<file path="config.mk">
export PLATFORM = sky130hd
export DESIGN_NAME = video_header_start_code_scan_unit
export DESIGN_NICKNAME = d
export VERILOG_FILES = /design/src/vhscs_pkg.sv /design/src/vhscs_scan.sv /design/src/vhscs_out_reg.sv /design/src/video_header_start_code_scan_unit.sv
export VERILOG_INCLUDE_DIRS = /design/src /design/src/src
export SDC_FILE = /design/constraint.sdc
export NUM_CORES = 1
export LEC_CHECK = 0
export ABC_AREA = 1
export BUFFER_PORTS_ARGS = -buffer_cell sky130_fd_sc_hd__buf_2
export CORE_MARGIN = 10
export CORE_UTILIZATION = 54
export CTS_CLUSTER_SIZE = 20
export DETAILED_ROUTE_END_ITERATION = 10
export GPL_TIMING_DRIVEN = 1
export PLACE_DENSITY = 0.78
export SLEW_MARGIN = 20
export SYNTH_ARGS = -nofsm -noshare
export SYNTH_HDL_FRONTEND = slang
export SYNTH_SLANG_ARGS = --single-unit
</file>
<file path="constraint.sdc">
create_clock -name i_clk -period 2.55 [get_ports i_clk]
set_input_delay 0.51 -clock i_clk [delete_from_list [all_inputs] [get_ports i_clk]]
set_output_delay 0.51 -clock i_clk [all_outputs]
set_load 0.005 [all_outputs]
</file>
<file path="src/video_header_start_code_scan_unit_assert.svh">
// Assertion macros shared by the header start-code scan RTL.
// Include after the module ports; no other dependencies.
`ifndef VIDEO_HEADER_START_CODE_SCAN_UNIT_ASSERT_SVH
`define VIDEO_HEADER_START_CODE_SCAN_UNIT_ASSERT_SVH

// Same-cycle implication, checked outside reset.
`define VHSCS_ASSERT_NOW(label, clk, rst_n, ante, cons) \
    label: assert property (@(posedge clk) disable iff (!(rst_n)) (ante) |-> (cons)) \
        else $error("start-code scan: same-cycle check failed");

// Next-cycle implication, checked outside reset.
`define VHSCS_ASSERT_NEXT(label, clk, rst_n, ante, cons) \
    label: assert property (@(posedge clk) disable iff (!(rst_n)) (ante) |=> (cons)) \
        else $error("start-code scan: next-cycle check failed");

`endif

</file>
<file path="src/vhscs_pkg.sv">
// Package for the video header start-code scan unit.
// Holds widths, start-code byte constants and the result record type.
`timescale 1ns / 1ps

package vhscs_pkg;

    localparam int unsigned OffW         = 12;
    localparam int unsigned PosW         = 13;
    localparam int unsigned BUFFER_BYTES = 4096;

    localparam logic [OffW-1:0] LimitReset = 12'd1000;
    localparam logic [PosW-1:0] PosMax     = 13'd8191;

    localparam logic [7:0] CodeVosNib  = 8'hB0;
    localparam logic [7:0] CodeVolNib  = 8'h00;
    localparam logic [7:0] CodeVop     = 8'hB6;
    localparam logic [7:0] CodeH263    = 8'h80;
    localparam logic [7:0] NibMask     = 8'hF0;
    localparam logic [23:0] Prefix3    = 24'h000001;

    typedef struct packed {
        logic [OffW-1:0] header_offset;
        logic            short_header;
        logic            code_found;
    } t_result;

endpackage

</file>
<file path="src/vhscs_scan.sv">
// Per-byte start-code matcher and scan state for the header scan unit.
// Depends on vhscs_pkg; produces one result record on the final byte.
`timescale 1ns / 1ps

module vhscs_scan
    import vhscs_pkg::*;
#(
    parameter int unsigned BUF_BYTES = BUFFER_BYTES
) (
    input  logic            i_clk,
    input  logic            i_rst_n,
    input  logic            i_accept,
    input  logic [7:0]      i_data_byte,
    input  logic            i_last_byte,
    input  logic [OffW-1:0] i_limit,
    output logic            o_res_valid,
    output t_result         o_res
);

    localparam logic [16:0] BufLimit = 17'(BUF_BYTES);

    logic [23:0]     r_recent, n_recent;
    logic [PosW-1:0] r_pos, n_pos;
    logic            r_opens, n_opens;
    logic            r_pic_seen, n_pic_seen;
    logic [OffW-1:0] r_pic_off, n_pic_off;
    logic            r_h263_seen, n_h263_seen;
    logic [OffW-1:0] r_h263_off, n_h263_off;
    logic            r_flag, n_flag;

    logic            in_buf;
    logic            pref3;
    logic [PosW-1:0] start3;
    logic [PosW-1:0] start2;
    logic            pic_hit;
    logic            h263_hit;
    t_result         res;

    always_comb begin
        in_buf   = ({4'b0, r_pos} < BufLimit);
        pref3    = (r_recent == Prefix3);
        start3   = r_pos - PosW'(3);
        start2   = r_pos - PosW'(2);
        pic_hit  = in_buf && (r_pos >= PosW'(3)) && !r_pic_seen && pref3
                   && (i_data_byte == CodeVop) && (start3 <= {1'b0, i_limit});
        h263_hit = in_buf && (r_pos >= PosW'(2)) && !r_h263_seen
                   && (r_recent[15:0] == 16'h0000) && (i_data_byte == CodeH263)
                   && !start2[PosW-1];

        n_opens = r_opens;
        if (in_buf && (r_pos == PosW'(3))) begin
            n_opens = pref3 && (((i_data_byte & NibMask) == CodeVosNib)
                               || ((i_data_byte & NibMask) == CodeVolNib));
        end
        n_pic_seen  = r_pic_seen  || pic_hit;
        n_pic_off   = pic_hit  ? start3[OffW-1:0] : r_pic_off;
        n_h263_seen = r_h263_seen || h263_hit;
        n_h263_off  = h263_hit ? start2[OffW-1:0] : r_h263_off;
        n_recent    = {r_recent[15:0], i_data_byte};
        n_pos       = (r_pos < PosMax) ? r_pos + PosW'(1) : r_pos;

        res.header_offset = '0;
        res.short_header  = r_flag;
        res.code_found    = 1'b1;
        if (r_pos < PosW'(3)) begin
            res.short_header = r_flag;
        end else if (!n_opens) begin
            res.short_header = 1'b1;
        end else if (n_pic_seen) begin
            res.short_header  = 1'b0;
            res.header_offset = n_pic_off;
        end else begin
            res.short_header = 1'b1;
            if (n_h263_seen) begin
                res.header_offset = n_h263_off;
            end else begin
                res.code_found = 1'b0;
            end
        end
        n_flag = i_last_byte ? res.short_header : r_flag;
    end

    always_ff @(posedge i_clk) begin
        if (!i_rst_n) begin
            r_recent    <= '0;
            r_pos       <= '0;
            r_opens     <= 1'b0;
            r_pic_seen  <= 1'b0;
            r_pic_off   <= '0;
            r_h263_seen <= 1'b0;
            r_h263_off  <= '0;
            r_flag      <= 1'b0;
        end else if (i_accept) begin
            r_flag <= n_flag;
            if (i_last_byte) begin
                r_recent    <= '0;
                r_pos       <= '0;
                r_opens     <= 1'b0;
                r_pic_seen  <= 1'b0;
                r_pic_off   <= '0;
                r_h263_seen <= 1'b0;
                r_h263_off  <= '0;
            end else begin
                r_recent    <= n_recent;
                r_pos       <= n_pos;
                r_opens     <= n_opens;
                r_pic_seen  <= n_pic_seen;
                r_pic_off   <= n_pic_off;
                r_h263_seen <= n_h263_seen;
                r_h263_off  <= n_h263_off;
            end
        end
    end

    assign o_res_valid = i_accept && i_last_byte;
    assign o_res       = res;

endmodule

</file>
<file path="src/vhscs_out_reg.sv">
// Output result register for the header scan unit.
// Depends on vhscs_pkg for the result record.
`timescale 1ns / 1ps

module vhscs_out_reg
    import vhscs_pkg::*;
(
    input  logic    i_clk,
    input  logic    i_rst_n,
    input  logic    i_res_valid,
    input  t_result i_res,
    output logic    o_can_load,
    output logic    o_valid,
    input  logic    i_ready,
    output t_result o_res
);

    logic    r_valid;
    t_result r_res;

    assign o_can_load = !r_valid || i_ready;

    always_ff @(posedge i_clk) begin
        if (!i_rst_n) begin
            r_valid <= 1'b0;
        end else if (o_can_load) begin
            r_valid <= i_res_valid;
        end
    end

    always_ff @(posedge i_clk) begin
        if (o_can_load && i_res_valid) begin
            r_res <= i_res;
        end
    end

    assign o_valid = r_valid;
    assign o_res   = r_res;

endmodule

</file>
<file path="src/video_header_start_code_scan_unit.sv">
// Video header start-code scan unit: top level.
// Bytes of a bitstream buffer enter on the slave stream, one per transaction,
// with tlast on the final byte. The first four bytes decide whether the
// stream opens with a header code; the unit then tracks the first picture
// start code within the configured limit and the first short-header code.
// A single result transaction leaves on the master stream in the cycle after
// the final byte is taken: header offset in tdata, flags in tuser. One byte
// is taken every cycle; the result register decides tready, so a byte is
// refused only while an unaccepted result sits in the register. The user must
// write the search limit on the cfg channel, always ready, only while idle;
// the block does not check it. Reset clears the scan state, the short-header
// flag and the output register and loads the limit with 1000. There is no
// clearing pass after reset. When the receiver stalls, the result is held and
// tready stays low until it is taken, so no byte is accepted during the stall.
`timescale 1ns / 1ps

module video_header_start_code_scan_unit
    import vhscs_pkg::*;
#(
    parameter int unsigned BUF_BYTES = BUFFER_BYTES
) (
    input  logic        i_clk,
    input  logic        i_rst_n,
    input  logic        s_axis_tvalid,
    output logic        s_axis_tready,
    input  logic [7:0]  s_axis_tdata,   // [7:0] data_byte
    input  logic        s_axis_tlast,   // last_byte
    output logic        m_axis_tvalid,
    input  logic        m_axis_tready,
    output logic [15:0] m_axis_tdata,   // [11:0] header_offset, [15:12] zero
    output logic [1:0]  m_axis_tuser,   // [0] short_header, [1] code_found
    input  logic        i_cfg_valid,
    output logic        o_cfg_ready,
    input  logic [11:0] i_cfg_data      // [11:0] vop_search_limit
);

    logic [OffW-1:0] r_limit;
    logic            accept;
    logic            res_valid;
    t_result         res;
    t_result         out_res;
    logic            can_load;

    assign o_cfg_ready = 1'b1;

    always_ff @(posedge i_clk) begin
        if (!i_rst_n) begin
            r_limit <= LimitReset;
        end else if (i_cfg_valid) begin
            r_limit <= i_cfg_data;
        end
    end

    assign s_axis_tready = can_load;
    assign accept        = s_axis_tvalid && can_load;

    vhscs_scan #(
        .BUF_BYTES (BUF_BYTES)
    ) u_scan (
        .i_clk       (i_clk),
        .i_rst_n     (i_rst_n),
        .i_accept    (accept),
        .i_data_byte (s_axis_tdata),
        .i_last_byte (s_axis_tlast),
        .i_limit     (r_limit),
        .o_res_valid (res_valid),
        .o_res       (res)
    );

    vhscs_out_reg u_out (
        .i_clk       (i_clk),
        .i_rst_n     (i_rst_n),
        .i_res_valid (res_valid),
        .i_res       (res),
        .o_can_load  (can_load),
        .o_valid     (m_axis_tvalid),
        .i_ready     (m_axis_tready),
        .o_res       (out_res)
    );

    assign m_axis_tdata = {4'b0, out_res.header_offset};
    assign m_axis_tuser = {out_res.code_found, out_res.short_header};

`include "video_header_start_code_scan_unit_assert.svh"

    `VHSCS_ASSERT_NOW(a_missing_code_is_short, i_clk, i_rst_n,
        m_axis_tvalid && !m_axis_tuser[1], m_axis_tuser[0])
    `VHSCS_ASSERT_NOW(a_missing_code_zero_offset, i_clk, i_rst_n,
        m_axis_tvalid && !m_axis_tuser[1], m_axis_tdata == 16'h0000)
    `VHSCS_ASSERT_NOW(a_picture_within_limit, i_clk, i_rst_n,
        m_axis_tvalid && !m_axis_tuser[0], m_axis_tdata[11:0] <= r_limit)
    `VHSCS_ASSERT_NEXT(a_last_byte_gives_result, i_clk, i_rst_n,
        accept && s_axis_tlast, m_axis_tvalid)

endmodule
</file>
### After elaboration in Yosys (flattened, before gate mapping)

Index checks and enable logic that the tools add are counted.

| word-level totals | value |
|---|---|
| bits in registers | 92 |
| output and inout port bits | 21 |

| operators by class | value |
|---|---|
| $lt $le $gt $ge | 6 |
| equal/unequal tests | 5 |
| reduce and logical (&&, ||, !) cells | 30 |
| mux-type cells | 16 |
| $add $sub $neg | 3 |
| bitwise logic cells | 1 |

Operator list:

| operator | number |
|---|---|
| 12-bit 2-to-1 mux | 5 |
| 13-bit 2-to-1 mux | 3 |
| 13-bit by 2-bit >= comparator with 1-bit output, second input constant | 2 |
| 13-bit less-than comparator, second input constant | 2 |
| 13-bit by 2-bit subtractor with 13-bit output, second input constant | 2 |
| 24-bit by 1-bit == test with 1-bit output, second input constant | 1 |
| 24-bit 2-to-1 mux | 1 |
| 8-bit == test, second input constant | 2 |
| 16-bit zero test | 1 |
| 1-bit logical AND | 15 |
| 13-bit by 1-bit adder with 13-bit output, second input constant | 1 |
| 13-bit by 2-bit == test with 1-bit output, second input constant | 1 |
| 13-bit by 12-bit <= comparator with 1-bit output | 1 |
| 13-bit by 2-bit less-than comparator with 1-bit output, second input constant | 1 |
| 8-bit zero test | 1 |
| 1-bit 2-to-1 mux | 7 |
| 4-bit == test, second input constant | 1 |
| 1-bit zero test | 4 |
| 1-bit logical OR | 4 |
| 2-bit AND reduction | 2 |
| 3-bit OR reduction | 1 |
| 2-bit nonzero test | 1 |
| 2-bit OR reduction | 1 |
| 1-bit NOT | 1 |

### Longest topological paths before layout

Gate-level depths: netlist of run 1.

| depth | value |
|---|---|
| depth after elaboration | 11 |
| mapped depth | 22 |
| mapped depth without buffers | 21 |

### By module

From an unflattened synthesis of run 1, not the netlist that was laid out.

| unflattened totals | value |
|---|---|
| cells, all modules | 748 |
| area, all modules | 5,176.2 um2 |

Modules (own cells, without submodules):

| module | cells each | area an instance (um2) | instances | sequential area each (um2) |
|---|---|---|---|---|
| vhscs_scan | 654 | 4,184.0 | 1 | 1,301.2 |
| video_header_start_code_scan_unit | 73 | 520.5 | 1 | 240.2 |
| vhscs_out_reg | 21 | 471.7 | 1 | 440.4 |

### Worst setup path after synthesis of run 1

No wires, ideal clock.

| path | value |
|---|---|
| path type | register -> register |
| from | register u_scan.r_pos[2] |
| to | register u_out.r_res (netlist bit u_out.o_res[5]), data pin |
| setup time | 253 ps |
| cell stages (with the launch flop) | 22 |
| required time | 2,297 ps |
| arrival time | 2,554 ps |
| slack | -257 ps |
| path through | dfxtp_1 > inv_1 > ha_1 > nand2_1 > nand2_1 > nor2_1 > nand2_1 > xor2_1 > inv_1 > ha_1 > nand3_1 > inv_1 > nand2_1 > nor3_1 > nand3_1 > nand2_4 > nand2_4 > nand2_4 > nor2_4 > buf_4 > nand3_1 > nand2_1 |

| on the way | value |
|---|---|
| word-level cells in the longest chain between the ends | 9 |

RTL lines:

| element | RTL line | source |
|---|---|---|
| from (decl) | vhscs_scan.sv:23 | `logic [PosW-1:0] r_pos, n_pos;` |
| from (signal assigned) | vhscs_scan.sv:105 | `r_pos <= n_pos;` |
| branches (longest 9 deep; another with 13-bit by 2-bit subtractor with 13-bit output) | -- |  |
| to (signal assigned) | vhscs_out_reg.sv:33 | `r_res <= i_res;` |
| to (decl) | vhscs_out_reg.sv:19 | `t_result r_res;` |

Parallel ways; which one is timed is not known.
A chain may end at the register's enable or synchronous reset.

### Worst setup path after layout of run 1

Ends and elaborated chain as after synthesis.

==> results of run 1 <==
layer usage:
layer,GRT usage,routed length [um],up-vias
li1,-,-,2570
met1,0.255,6610,2443
met2,0.350,7270,217
met3,0.0508,1030,37
met4,0.0904,423,0
met5,0,0,-
registers in the layout (all words and copies together) (netlist names), 12 cells and up:
signal,cells
u_scan.r_pos,13
u_scan.r_pic_off,12
u_out.o_res,14
r_limit,12
u_scan.r_recent,24
u_scan.r_h263_off,12
where the power goes:
part           switching, uW  internal, uW
logic                    193           106
registers               12.8          1500
clock network            607           382
worst max-delay path, stage by stage, from the launching register on:
cell and delay [ns]:
dfxtp_4 0.38, buf_6 0.12, nor2_4 0.15, nand2_4 0.09
nor3_4 0.21, xor2_2 0.22, inv_1 0.11, ha_4 0.29
nand3_2 0.08, inv_2 0.07, nand2_2 0.05, nor3_2 0.19
nand3_1 0.14, nand2_4 0.14, buf_12 0.15, nand3_1 0.11
nand4_1 0.13, nand2_1 0.06
cell usage after synthesis, drive strengths merged:
master	number
a211oi	1
a21oi	79
a31oi	2
buf	22
clkbuf	17
conb	2
dfxtp	78
edfxtp	14
ha	16
inv	90
nand2	199
nand3	61
nand4	19
nor2	65
nor3	16
nor3b	1
nor4	1
o21a	1
o21ai	29
o21bai	1
or2	2
xnor2	1
xor2	19
metrics by stage:
step                std cells  utilization  cell area [um2]
finish                    977        0.735             6820
global route              977        0.735             6820
CTS                       973        0.715             6630
detailed placement        938        0.647             6010
global placement          938        0.647             6010
floorplan                 739            -             5300
repair_timing:
action	in CTS	in global routing
hold buffers	0	0
setup endpoints to repair	28	29
pin swaps	15	43
buffers inserted	18	4
gates resized for setup	52	35
cloned	1	0
final timing paths:
| check | from | endpoint | slack, ns |
|---|---|---|---|
| setup / recovery | u_scan.r_pos[2] | u_out.o_res[5] | -0.35 |
| hold / removal | i_cfg_data[5] | r_limit[5] | 0.35 |
| hold reg to reg | u_scan.r_flag | u_scan.r_flag | 0.46 |
| setup reg to reg | u_scan.r_pos[2] | u_out.o_res[5] | -0.35 |
logic make-up (layout without fill, tap and decap cells):
group / count (synthesis) / in the layout / share of synthesized area
simple gates: 364 / 365 / 0.321
buf+inv: 129 / 237 / 0.108
compound gates: 113 / 113 / 0.114
flops: 92 / 92 / 0.383
xor+xnor: 20 / 20 / 0.0339
fa+ha+maj: 16 / 16 / 0.0387
other cells: 2 / 5 / 0.00145
cell type report:
| cell class | instances | share of cell area |
|---|---|---|
| Inverter | 90 | 0.0499 |
| Tap cell | 129 | 0.0237 |
| Clock inverter | 7 | 0.0103 |
| Sequential cell | 92 | 0.292 |
| Multi-Input combinational cell | 519 | 0.467 |
| Timing Repair Buffer | 131 | 0.139 |
| Clock buffer | 9 | 0.0182 |
==> metrics.md, run 1 <==
| Metric | Value |
|---|---|
| #FFs+latches synth | 92 |
| Yosys top cell area share | 0.302 |
| Die ar. | 0.0139 mm2 |
| Largest net degree at the start of global routing | 50 |
| FMAX | 344 MHz |
| Max-slew violations | 0 |
| Worst Skew | 0.0154 ns |
| ANT nets after route | 0 |
| Via count | 5267 |
| First-pass GRT wire length | 24500 um |
| Pwr Density | 410 mW/mm2 |
| # clock sinks | 92 |
| Tcrit/Tclk final | 1.14 |
| CP Launch Type | register |
| Buffers on Ports | 41 |
| First DRT Iteration DRCs | 446 |
| Register area share after synthesis | 0.383 |
| Setup Viol. Count Final | 28 |
| Post-route minimum period | 2.90 ns |
| Rel. slew slack | 0.586 |
| Initial core utilization | 0.557 |
| Critical Path RT | 2.69 ns |
| Hold Path Class | input pin to register |
| Netlist cell types | 35 |
| Nets | 885 |
| Routed wire length | 15300 um |
| Layout cell share with drive strength beyond 1 | 0.313 |
| Status | finished, violations left |
| Mapped Cells | 736 |
| Commonest non-fill, non-tap cell in the layout | nand2_1 |
| GPL Wtd Cong | 1.02 |
| PnR Total Power | 2800 uW |
| Vias per Instance | 5.39 |
| Clock transition at the registers of the reported paths | 0.10 ns |
| Failing checks | negative setup slack |
| Root Buffer | clkbuf_8 |
| Post-DR wirelength/cell | 15.7 um |
| Unrepaired setup endpoints after global routing | yes |
| Peak supply drop | 0.387 mV |
| Maximum capacitance violations | 0 |
| Largest driver fanout on the critical path | 13 |
| Post-detail-place hpwl | 10600 um |
| Hold depth | 3 |
| Commonest cells after routing, fill and taps aside | nand2_1, buf_4, inv_1 |
| Final hold violation count | 0 |
| Num ports | 47 |
| Cell area after synthesis | 0.00517 mm2 |
| CTS max path bufs | 2 |
| Antenna violations before repair | 0 |
| # rows | 35 |
| Synth area leaders | dfxtp_1, nand2_1, edfxtp_1 |
| Die Ht | 118 um |
| Worst hold slack | 0.352 ns |
| Syn_area_per_cell | 7.02 um2 |
| Htree depth | 3 |
| Post-synth top area cell | dfxtp_1 |
| Crit path arrival time | 3.05 ns |
| Vias in the first global route | 5104 |
| Pre-CTS setup slack | -0.395 ns |
| First-pass iteration count of the detailed router | 5 |
| Multi-input logic area | 0.00318 mm2 |
| Register area | 0.00199 mm2 |
| Worst-margin pin slew | 0.621 ns |
| Setup_tns | -7.87 ns |
| R2R depth | 17 |
| YS warnings | 0 |
| Cts bufs inserted | 9 |
| PnR worst setup slack | -0.354 ns |
| Worst-skew pair later-pin latency | 0.38 ns |
| TritonCTS clock tree | yes |
| Critical path class | register to register |
| P&R area growth vs syn | 31.9% |
| Die X | 118 um |
| GRT Total Usage | 0.211 |
| Ant diodes | 0 |
| DRC viols | 0 |
| Area of the core | 0.00928 mm2 |
| Leakage | 0.00294 uW |
| FILL cells | 707 |
| GR Overflow Total | 0 |
| CP endpoint kind | register |
(Power assumes the default switching activity.)
==> run 2, diff against run 1 <==
--- a/config.mk
+++ b/config.mk
@@ -6,7 +6,6 @@
 export SDC_FILE = /design/constraint.sdc
 export NUM_CORES = 1
 export LEC_CHECK = 0
-export ABC_AREA = 1
 export BUFFER_PORTS_ARGS = -buffer_cell sky130_fd_sc_hd__buf_2
 export CORE_MARGIN = 10
 export CORE_UTILIZATION = 54
==> metrics.md, run 2 <==
| Metric | Value |
|---|---|
| Post-DR wirelength/cell | 18.9 um (was 15.7 um) |
| Antenna violations before repair | 0 (unchanged) |
| Status | finished, violations left (unchanged) |
| Root Buffer | clkbuf_8 (unchanged) |
| P&R area growth vs syn | 25.7% (was 31.9%) |
| ANT nets after route | 0 (unchanged) |
| Placed insts | 806 (was 938) |
| Worst Skew | 0.00707 ns (was 0.0154 ns) |
| CP endpoint kind | register (unchanged) |
| Worst hold slack | 0.352 ns (about the same) |
| #FFs+latches synth | 92 (unchanged) |
| TritonCTS clock tree | yes (unchanged) |
| Pre-CTS setup slack | -0.716 ns (was -0.395 ns) |
| Sequential share of power | 0.532 (was 0.540) |
| Number of synthesized flops with an enable pin | 14 (unchanged) |
| Combinational power share | 0.125 (was 0.107) |
| Worst-margin pin slew | 0.598 ns (was 0.621 ns) |
| Initial core utilization | 0.552 (was 0.557) |
| FMAX | 302 MHz (was 344 MHz) |
| Hold depth | 3 (unchanged) |
| Commonest cells after routing, fill and taps aside | buf_4, dfxtp_1, nor2_1 (was nand2_1, buf_4, inv_1) |
| Setup Viol. Count Final | 28 (unchanged) |
| YS warnings | 0 (unchanged) |
| Register area share after synthesis | 0.390 (was 0.383) |
| Nets | 765 (was 885) |
| Final cell count without fillers | 839 (was 977) |
| First-pass iteration count of the detailed router | 5 (unchanged) |
| Cts bufs inserted | 9 (unchanged) |
| Hold Path Class | input pin to register (unchanged) |
| Synth area leaders | dfxtp_1, edfxtp_1, a21oi_1 (was dfxtp_1, nand2_1, edfxtp_1) |
| Yosys top cell area share | 0.308 (was 0.302) |
| Post-route minimum period | 3.31 ns (was 2.90 ns) |
| Max reg flops | 24 (unchanged) |
| Worst-skew pair later-pin latency | 0.37 ns (was 0.38 ns) |
| CTS max path bufs | 2 (unchanged) |
| Crit path arrival time | 3.56 ns (was 3.05 ns) |
| Maximum capacitance violations | 0 (unchanged) |
| CP Launch Type | register (unchanged) |
| Largest net degree at the start of global routing | 38 (was 50) |
| Peak supply drop | 0.301 mV (was 0.387 mV) |
| PnR Total Power | 2840 uW (was 2800 uW) |
| Routed wire length | 15800 um (was 15300 um) |
| Cell area after synthesis | 0.00508 mm2 (was 0.00517 mm2) |
| Count leader, synth | dfxtp_1 (was nand2_1) |
| Ant diodes | 0 (unchanged) |
| Post-detail-place hpwl | 11000 um (was 10600 um) |
| Fin util | 0.694 (was 0.735) |
| GR Overflow Total | 0 (unchanged) |
| First DRT Iteration DRCs | 658 (was 446) |
| Tcrit/Tclk final | 1.30 (was 1.14) |
| Buffers on Ports | 41 (unchanged) |
| Area of the core | 0.00920 mm2 (was 0.00928 mm2) |
| Htree depth | 3 (unchanged) |
| # rows | 35 (unchanged) |
| GPL Wtd Cong | 0.950 (was 1.02) |
| R2R depth | 14 (was 17) |
| Die ar. | 0.0137 mm2 (was 0.0139 mm2) |
| # clock sinks | 92 (unchanged) |
| Pwr Density | 445 mW/mm2 (was 410 mW/mm2) |
| Unrepaired setup endpoints after global routing | yes (unchanged) |
| Largest driver fanout on the critical path | 7 (was 13) |
| Failing checks | negative setup slack (unchanged) |
| Die Ht | 117 um (was 118 um) |
| Internal Power | 2020 uW (was 1990 uW) |
| Net Sw Frac | 0.288 (was 0.291) |
| Register bank with the most flops | u_scan.r_recent (unchanged) |
| Clk network pwr share | 0.343 (was 0.353) |
| PnR worst setup slack | -0.762 ns (was -0.354 ns) |
| DRC viols | 0 (unchanged) |
| Layout cell share with drive strength beyond 1 | 0.277 (was 0.313) |
| Netlist cell types | 56 (was 35) |
| Syn_area_per_cell | 8.19 um2 (was 7.02 um2) |
| Post-CTS Hold Fix Bufs | 0 (unchanged) |
| Clock transition at the registers of the reported paths | 0.10 ns (about the same) |
| Commonest cells post-synth | dfxtp_1, nor2_1, a21oi_1, nand2_1, clkbuf_1 (was nand2_1, inv_1, dfxtp_1) |
| GRT Total Usage | 0.226 (was 0.211) |
| Final hold violation count | 0 (unchanged) |
| Leakage | 0.00265 uW (was 0.00294 uW) |
| Critical path class | register to register (unchanged) |
| Num ports | 47 (unchanged) |
| Mapped Cells | 620 (was 736) |
| Post-synth top flop | dfxtp_1 (unchanged) |
| First-pass GRT wire length | 24700 um (was 24500 um) |
| Ys async rst share | 0 (unchanged) |
| Vias in the first global route | 5024 (was 5104) |
| Max-slew violations | 0 (unchanged) |
| Die X | 117 um (was 118 um) |
| Via count | 5217 (was 5267) |
| Net switching power | 817 uW (was 813 uW) |
| Rel. slew slack | 0.601 (was 0.586) |
| Post-synth top area cell | dfxtp_1 (unchanged) |
| Vias per Instance | 6.22 (was 5.39) |
| Commonest non-fill, non-tap cell in the layout | buf_4 (was nand2_1) |
| Critical Path RT | 2.80 ns (was 2.69 ns) |
run 2: worst paths after layout:
| path | endpoint | slack, ns | from |
|---|---|---|---|
| min | r_limit[7] | 0.35 | i_cfg_data[7] |
| min reg2reg | u_scan.r_h263_off[6] | 0.46 | u_scan.r_h263_off[6] |
| max | u_scan.r_pic_off[11] | -0.76 | u_scan.r_pos[2] |
| max reg2reg | u_scan.r_pic_off[11] | -0.76 | u_scan.r_pos[2] |
run 2: metal layers:
layer / up-vias / GRT usage / part of all wire
met5: - / 0 / 0
met4: 0 / 0.115 / 0.043
met3: 60 / 0.0347 / 0.077
met2: 282 / 0.373 / 0.48
met1: 2437 / 0.280 / 0.40
li1: 2438 / - / -
run 2: power groups by stage:
stage,Combinational [uW],Clock (uW),Sequential (uW)
CTS,326,985,1510
floorplan,192,0,1540
global route,385,1050,1510
finish,356,973,1510
detailed placement,299,0,1540
global placement,291,0,1540
run 2: cell type report:
cell class              instances  area, um2
multi-input cells             455       2970
well taps                     111        139
repair buffers                145       1020
clock inverters                 7       62.6
fillers                       712       2810
inverters                      20       80.1
clock buffers                   9        124
flip-flops and latches         92       1990
run 2: metrics by stage:
stage	setup TNS (ns)	cell area, um2
after floorplan	-16.42	5160
after global placement	-14.18	5880
after detailed placement	-17.37	5880
after CTS	-14.79	6240
after global routing	-19.41	6380
final	-17.11	6380
run 2: kinds of logic after synthesis:
family / Yosys count / share of synthesized area
AO/OA/AOI/OAI: 147 / 0.186
XOR/XNOR: 28 / 0.0483
adder cells (fa/ha/maj): 16 / 0.0394
buffers and inverters: 76 / 0.0648
flip-flops: 92 / 0.390
multiplexers: 6 / 0.0118
other: 2 / 0.00148
AND/OR/NAND/NOR: 253 / 0.258
run 2: what timing repair did:
action / in CTS / in global routing
gates resized for setup: 14 / 21
setup buffers: 13 / 4
setup endpoints to repair: 28 / 40
pin swaps: 18 / 14
run 2: worst max-delay path: stages, from the launching register on:
cell and delay, ns:
dfxtp_4 0.38, inv_6 0.03, ha_4 0.15, a211o_4 0.34, nand3b_1 0.21, xnor2_2 0.29
ha_4 0.27, a21oi_4 0.13, nand2_1 0.07, or3_4 0.37, o21a_4 0.26, buf_6 0.14
buf_12 0.12, o211ai_1 0.26, a31oi_1 0.16
